<file path="src/rtl/brs_pkg.sv">
package brs_pkg;

    localparam int DEF_MAX_ELEMENTS = 65536;
    localparam int DEF_MAX_BLOCKS   = 512;

    localparam int OPC_W     = 2;
    localparam int IDX_W     = 17;
    localparam int LEN_W     = 9;
    localparam int VAL_W     = 32;
    localparam int REM_W     = 33;
    localparam int ACC_W     = 64;
    localparam int CFG_IDX_W = 1;
    localparam int CFG_W     = 17;

    localparam logic [OPC_W-1:0] OP_LOAD  = 2'd0;
    localparam logic [OPC_W-1:0] OP_ADD   = 2'd1;
    localparam logic [OPC_W-1:0] OP_QUERY = 2'd2;
    localparam logic [OPC_W-1:0] OP_NOP   = 2'd3;

    localparam logic [CFG_IDX_W-1:0] CFG_COUNT  = 1'b0;
    localparam logic [CFG_IDX_W-1:0] CFG_LENGTH = 1'b1;

    typedef struct packed {
        logic [OPC_W-1:0]        opcode;
        logic [IDX_W-1:0]        left_index;
        logic [IDX_W-1:0]        right_index;
        logic signed [VAL_W-1:0] operand_value;
    } in_item_t;

    typedef struct packed {
        logic signed [REM_W-1:0] remainder;
        logic                    status;
    } out_item_t;

    typedef enum logic [4:0] {
        ST_CLEAR,
        ST_IDLE,
        ST_CHECK,
        ST_LD_DIV,
        ST_LD_DIV2,
        ST_LD_RD,
        ST_LD_WR,
        ST_ERR,
        ST_ID_L,
        ST_ID_R,
        ST_ID_CAP,
        ST_EDGE_L,
        ST_EDGE_R,
        ST_EDGE_CAP,
        ST_EL_RD,
        ST_EL_CHK,
        ST_EL_MOD,
        ST_EDGE_WB,
        ST_MID_INIT,
        ST_MID_RD,
        ST_MID_CHK,
        ST_MID_MOD,
        ST_DONE
    } state_t;

    typedef struct packed {
        logic latch;
        logic clr_wr;
        logic div_start;
        logic div2_start;
        logic ld_rd;
        logic ld_wr;
        logic rd_l;
        logic rd_r;
        logic cap_sid;
        logic cap_eid;
        logic edge_l;
        logic edge_r;
        logic edge_cap;
        logic el_rd;
        logic el_apply;
        logic mod_cap;
        logic edge_wb;
        logic mid_init;
        logic mid_rd;
        logic mid_apply;
        logic out_ok;
        logic out_err;
    } cmd_t;

    typedef struct packed {
        logic             clr_last;
        logic             div_done;
        logic             mod_done;
        logic             bad;
        logic [OPC_W-1:0] opcode;
        logic             same_blk;
        logic             el_in_range;
        logic             el_match;
        logic             mid_more;
        logic             side_right;
    } sts_t;

endpackage

</file>
<file path="src/rtl/brs_ctrl.sv">
module brs_ctrl
    import brs_pkg::*;
(
    input  logic clk,
    input  logic rst_n,
    input  logic start,
    input  sts_t sts,
    output cmd_t cmd,
    output logic busy
);

    state_t state_reg;
    state_t state_next;

    always_ff @(posedge clk or negedge rst_n)
    begin
        if (!rst_n)
            state_reg <= ST_CLEAR;
        else
            state_reg <= state_next;
    end

    always_comb
    begin
        state_next = state_reg;
        case (state_reg)
            ST_CLEAR:    if (sts.clr_last) state_next = ST_IDLE;
            ST_IDLE:     if (start) state_next = ST_CHECK;
            ST_CHECK:
            begin
                case (sts.opcode)
                    OP_LOAD:  state_next = sts.bad ? ST_ERR : ST_LD_DIV;
                    OP_ADD,
                    OP_QUERY: state_next = sts.bad ? ST_ERR : ST_ID_L;
                    default:  state_next = ST_IDLE;
                endcase
            end
            ST_LD_DIV:   if (sts.div_done) state_next = ST_LD_DIV2;
            ST_LD_DIV2:  if (sts.div_done) state_next = ST_LD_RD;
            ST_LD_RD:    state_next = ST_LD_WR;
            ST_LD_WR:    state_next = ST_IDLE;
            ST_ERR:      state_next = ST_IDLE;
            ST_ID_L:     state_next = ST_ID_R;
            ST_ID_R:     state_next = ST_ID_CAP;
            ST_ID_CAP:   state_next = ST_EDGE_L;
            ST_EDGE_L:   state_next = ST_EDGE_CAP;
            ST_EDGE_R:   state_next = ST_EDGE_CAP;
            ST_EDGE_CAP: state_next = ST_EL_RD;
            ST_EL_RD:    state_next = sts.el_in_range ? ST_EL_CHK : ST_EDGE_WB;
            ST_EL_CHK:
            begin
                if (!sts.el_match)
                    state_next = ST_EDGE_WB;
                else if (sts.opcode == OP_QUERY)
                    state_next = ST_EL_MOD;
                else
                    state_next = ST_EL_RD;
            end
            ST_EL_MOD:   if (sts.mod_done) state_next = ST_EL_RD;
            ST_EDGE_WB:
                state_next = (sts.side_right || sts.same_blk) ? ST_DONE : ST_MID_INIT;
            ST_MID_INIT: state_next = ST_MID_RD;
            ST_MID_RD:   state_next = sts.mid_more ? ST_MID_CHK : ST_EDGE_R;
            ST_MID_CHK:  state_next = (sts.opcode == OP_QUERY) ? ST_MID_MOD : ST_MID_RD;
            ST_MID_MOD:  if (sts.mod_done) state_next = ST_MID_RD;
            ST_DONE:     state_next = ST_IDLE;
            default:     state_next = ST_IDLE;
        endcase
    end

    always_comb
    begin
        cmd  = '0;
        busy = (state_reg != ST_IDLE);
        case (state_reg)
            ST_CLEAR:    cmd.clr_wr = 1'b1;
            ST_IDLE:     cmd.latch = start;
            ST_CHECK:    cmd.div_start = (sts.opcode == OP_LOAD) && !sts.bad;
            ST_LD_DIV:   cmd.div2_start = sts.div_done;
            ST_LD_RD:    cmd.ld_rd = 1'b1;
            ST_LD_WR:    cmd.ld_wr = 1'b1;
            ST_ERR:      cmd.out_err = 1'b1;
            ST_ID_L:     cmd.rd_l = 1'b1;
            ST_ID_R:
            begin
                cmd.cap_sid = 1'b1;
                cmd.rd_r    = 1'b1;
            end
            ST_ID_CAP:   cmd.cap_eid = 1'b1;
            ST_EDGE_L:   cmd.edge_l = 1'b1;
            ST_EDGE_R:   cmd.edge_r = 1'b1;
            ST_EDGE_CAP: cmd.edge_cap = 1'b1;
            ST_EL_RD:    cmd.el_rd = sts.el_in_range;
            ST_EL_CHK:   cmd.el_apply = sts.el_match;
            ST_EL_MOD:   cmd.mod_cap = sts.mod_done;
            ST_EDGE_WB:  cmd.edge_wb = 1'b1;
            ST_MID_INIT: cmd.mid_init = 1'b1;
            ST_MID_RD:   cmd.mid_rd = sts.mid_more;
            ST_MID_CHK:  cmd.mid_apply = 1'b1;
            ST_MID_MOD:  cmd.mod_cap = sts.mod_done;
            ST_DONE:     cmd.out_ok = (sts.opcode == OP_QUERY);
            default:     cmd = '0;
        endcase
    end

    a_accept: assert property (@(posedge clk) disable iff (!rst_n)
        (state_reg == ST_IDLE && start) |=> (state_reg == ST_CHECK))
        else $error("accepted item did not reach the check state");

    a_one_event: assert property (@(posedge clk) disable iff (!rst_n)
        $onehot0({cmd.out_ok, cmd.out_err, cmd.latch}))
        else $error("result and accept collide");

    a_mod_query: assert property (@(posedge clk) disable iff (!rst_n)
        (state_reg == ST_EL_MOD || state_reg == ST_MID_MOD) |-> (sts.opcode == OP_QUERY))
        else $error("modulo wait outside a query");

endmodule

</file>
<file path="config.mk">
export PLATFORM = sky130hd
export DESIGN_NAME = brs_ctrl
export DESIGN_NICKNAME = d
export VERILOG_FILES = /design/src/rtl/brs_pkg.sv /design/src/rtl/brs_ctrl.sv
export SDC_FILE = /design/constraint.sdc
export NUM_CORES = 1
export LEC_CHECK = 0
export ABC_AREA = 1
export BUFFER_PORTS_ARGS = -buffer_cell sky130_fd_sc_hd__buf_4
export CAP_MARGIN = 25
export CELL_PAD_IN_SITES_DETAIL_PLACEMENT = 1
export CELL_PAD_IN_SITES_GLOBAL_PLACEMENT = 1
export CORE_AREA = 2 2 56 58
export DETAILED_ROUTE_END_ITERATION = 7
export DIE_AREA = 0 0 58 60
export PLACE_DENSITY_LB_ADDON = 0.25
export SLEW_MARGIN = 25
export SYNTH_ARGS = -nofsm -noshare
export SYNTH_HDL_FRONTEND = slang
export SYNTH_SLANG_ARGS = --single-unit
</file>
<file path="constraint.sdc">
create_clock -name clk -period 2.75 [get_ports clk]
set_input_delay 0.55 -clock clk [delete_from_list [all_inputs] [get_ports clk]]
set_output_delay 0.55 -clock clk [all_outputs]
set_load 0.02 [all_outputs]
</file>
# Word level (Yosys, flattened, before mapping)
# Cells that the tools add are included.
[word_totals]
ff_bits = 5
latch_bits = 0
ram_bits = 0
mem_bits_ro = 0
input_bits = 14
out_inout_bits = 23
elab_cells = 78
memories = 0
[op_classes]
addsub = 0
multipliers = 0
div = 0
n_lt_le_gt_ge = 0
n_eq_ne = 31
shift = 0
mux = 37
bitwise = 0
reduce_logical = 9
[ops]
columns = ["cell", "count"]
rows = [
  ["5-bit case mux with 19 select lines", 1],
  ["5-bit 2-to-1 mux", 10],
  ["5-bit by 4-bit equality test with 1-bit output, second input constant", 8],
  ["5-bit equality test, second input constant", 7],
  ["5-bit by 3-bit equality test with 1-bit output, second input constant", 4],
  ["1-bit 2-to-1 mux", 20],
  ["2-bit inequality test, second input constant", 6],
  ["5-bit by 2-bit equality test with 1-bit output, second input constant", 2],
  ["3-bit 2-to-1 mux", 3],
  ["4-bit case mux with 2 select lines", 1],
  ["6-bit AND reduction", 1],
  ["2-bit OR reduction", 3],
  ["5-bit by 1-bit equality test with 1-bit output, second input constant", 1],
  ["5-bit zero test", 1],
  ["5-bit by 1-bit inequality test with 1-bit output, second input constant", 1],
  ["4-bit 2-to-1 mux", 1],
  ["2-bit by 1-bit equality test with 1-bit output, second input constant", 1],
  ["2-bit equality test, second input constant", 1],
  ["2-bit zero test", 1],
  ["2-bit 2-to-1 mux", 1],
  ["1-bit logical AND", 1],
  ["1-bit zero test", 1],
  ["1-bit logical OR", 1],
]

# Longest topological paths before layout
[logic_depth]
word_depth = 4
mapped_depth = 12
ltp_nobuf = 11

# Least setup slack after synthesis
# Ideal clock, no wire load.
[synth_timing]
path_kind = "input to output"
from = "input sts[5] (netlist name)"
to = "output cmd[1] (netlist name)"
arrival_ps = 1557
required_ps = 2200
slack_ps = 643
cell_stages = 4
path_buffers = 0
path_cell_list = "inv_1 > ha_1 > inv_1 > nor4_1"
[synth_rtl]
columns = ["element", "line", "source"]
rows = [
  ["start, declared", "brs_ctrl.sv:7", "input sts_t sts,"],
  ["end, declared", "brs_ctrl.sv:8", "output cmd_t cmd,"],
]

==> results.md <==
- Outcome: finished clean
- Number of antenna violations at the first check in global routing: 0
- Total cell area at the placement stage: between 1000 and 1500 sq um
- Iteration-0 DRC count of the detailed router: 25
- Syn nets: around 180
- Transition time at the pin with the least slew margin: between 0.4 and 0.5 ns
- Power per standard cell area: 846 nW/um^2
- Area used by multi-input combinational logic: between 600 and 700 sq um
- Number of buffers on the longest clock path: 2
- Achievable clock frequency: 461 MHz
- Number of buffers added on ports: 36
- Number of primary I/O pins: 37
- Total Routing Usage GR: 19.3%
- Clock slew at the register clock pins of the worst setup and hold paths: about 0.040 ns
- WL final: between 3 and 4 mm
- Unrepaired setup endpoints after global routing: false
- Min-Delay Path Class: in2async
- Logic pwr share: 73.4%
- Proportion of netlist area held by the largest area contributor: ~14%
- Congestion Overflow GR: 0
- Total negative setup slack: 0 ns
- Area of the die: about 3500 sq um
- Drt first pass iters: 4
- Relative area change from synthesis to final layout: 32.9%
- Weighted congestion reported at the end of routability-driven placement: 0.821
- Setup-violating endpoint count in the final report: 0
- Final Critical Period: 2.17 ns
- Peak supply drop: approximately 0.36 mV
- Mean post-synth cell area: ~5.6 sq um
- Number of placed cells counting well taps: about 230
- Number of distinct library cell variants in the gate-level netlist after synthesis: 24
- Cell Area, Synth: between 900 and 1000 sq um
- Global-route wire length before repair: roughly 5.1 mm
- Post-cts hold buffer count: 0
- Clk Tree Root Cell: clkbuf_4
- Fraction of power spent switching nets: 59.2%
- H-tree depth: 1
- Post-Syn Instances: between 150 and 200
- Switch Pwr: 0.608 mW
- CTS Buf Count: 3
- Std-Cell Core Area: 2900 sq um
- Flip-flop and latch area: roughly 130 sq um
- Number of standard cells in the final layout excluding fillers: 231
- Sequential Power Share: a little under a fifth
- Standard-cell rows: 20
- Largest net degree at the start of global routing: 15
- Post-CTS Setup Bufs: 0
- Number of sinks on the clock net: 5
- Layout net count: roughly 220
- Layout cells sized above 1: between 20% and 30%
- Count of endpoints failing hold in the final timing report: 0
- Sequential element share of the synthesized area: 13.7%
- Detailed-route wire length per cell: between 10 and 15 microns
- Cell type with the highest aggregate area in the netlist: nand2_1
- Worst Path Class, Setup: reg2out
- Die Span X: 58 microns
- Endpoint arrival time on the critical path: between 1.5 and 2 ns
- Seq cells post-synth: 5
- Number of global-route vias before repair: ~1.1k
- Leading post-synthesis cells by cell area: nand2_1, dfrtp_1, inv_1, nand3_1, nor2_1
- Internal power: about 0.42 mW
- Final clock period utilization by the worst path: roughly four fifths
- Count of pins over their slew limit: 0
- YS warnings: 0
- Detailed placer's ending HPWL: 2.73 mm
- Clk_skew: approximately 0.005 ns
- Total DRC errors in the routed layout: 0
- Number of diodes: 0
- Flip-flop count of the largest register after layout: 5
- Static Leak: ~0.76 nW
- TritonCTS clock tree: built
- Antenna-violating nets left: 0
- Clock latency on the worst-skew pair: roughly 0.24 ns
- Slew margin rel.: a little over two thirds
- Part of the total power dissipated in the clock network: under 10%
- Finished Cell Area: between 1000 and 1500 sq um
- Per-cell via count in the routed design: roughly 4.8
- Resize count post-CTS: 0
- Capturing element type of the critical path: primary output
- Startpoint type of the worst setup path: flop
- Routed via count: 1119
- Total of max-cap violations: 0
- Starting density of the core: 31.5%
- Largest fanout on the critical path: 7
- Height of the die: 60 microns
- Fill cell instance count of the final layout: between 400 and 500
- Required arrival time at the worst endpoint: ~2.2 ns
-- metrics by stage --
stage | hold WS, ns | setup slack, ns | util [%] | total power [mW]
after floorplan | 0.254 | 0.643 | - | 0.719
after global placement | 0.351 | 0.717 | 40.9 | 0.929
after detailed placement | 0.351 | 0.647 | 40.9 | 0.951
after CTS | 0.0889 | 0.563 | 41.8 | 1.04
after global routing | 0.0825 | 0.428 | 41.8 | 1.14
final | 0.0940 | 0.581 | 41.8 | 1.03
-- Yosys cell counts --
cell,instances
nor2_2,4
nand3_1,18
dfrtp_1,5
a31oi_1,1
inv_1,31
nor2_8,1
nor2_4,2
o21ai_1,1
nor3_1,5
nand2_2,1
clkinv_2,1
nand2_1,34
a21oi_1,4
nor2_1,24
o21bai_1,2
o22ai_1,2
o21ai_0,7
buf_4,5
nand4_1,1
nand3_4,1
nand3_2,3
inv_2,5
ha_1,4
nor4_1,1
-- routing by layer --
layer,track usage (%),share of wire [%],up-vias
met4,3.99,0,0
met2,38.1,55,21
met5,0,0,-
met3,1.30,3.3,0
met1,22.6,42,526
li1,-,-,572
-- worst paths after layout --
kind,from,to,slack (ns),depth (start not counted)
setup / recovery,state_reg[0],cmd[21],0.58,7
hold / removal,rst_n,state_reg[0],0.09,1
setup reg to reg,state_reg[2],state_reg[1],1.06,9
hold reg to reg,state_reg[0],state_reg[0],0.71,2
max in group asynchronous,rst_n,state_reg[4],2.55,1
min in group clk,sts[8],state_reg[4],0.64,3
-- kinds of logic after synthesis --
logic type / share of synthesized area (%)
compound gates: 10.3
simple gates: 51.1
fa+ha+maj: 5.48
buf+inv: 19.5
flops: 13.7
-- cell type report --
cell class | instances | share of cell area [%]
clock buffer | 4 | 2.16
inverter | 37 | 11.5
multi-input combinational | 116 | 50.3
sequential | 5 | 10.3
tap | 33 | 3.40
timing repair buffer | 36 | 22.3
-- worst max-delay path, stage by stage, from the launching register on --
cell and delay [ns]:
dfrtp_1 0.54, inv_2 0.08, nor2_4 0.15, nand2_2 0.11
inv_2 0.07, nand2_1 0.11, nor2_1 0.15, buf_4 0.17
-- placed cells by master (no fill, tap or decap), drive strengths merged --
cell type / count
clkbuf: 4
ha: 4
buf: 36
a21oi: 4
nor3: 5
nand4: 1
nand3: 22
o22ai: 2
nor4: 1
dfrtp: 5
inv: 36
o21bai: 2
clkinv: 1
o21ai: 8
nand2: 35
a31oi: 1
nor2: 31
-- power groups by stage --
stage	registers [mW]	logic, mW	clock network, mW
global placement	0.188	0.741	0
finish	0.188	0.754	0.0846
floorplan	0.134	0.585	0
CTS	0.190	0.762	0.0877
detailed placement	0.191	0.760	0
global route	0.196	0.848	0.0936
Power figures use the tool's default switching activity.
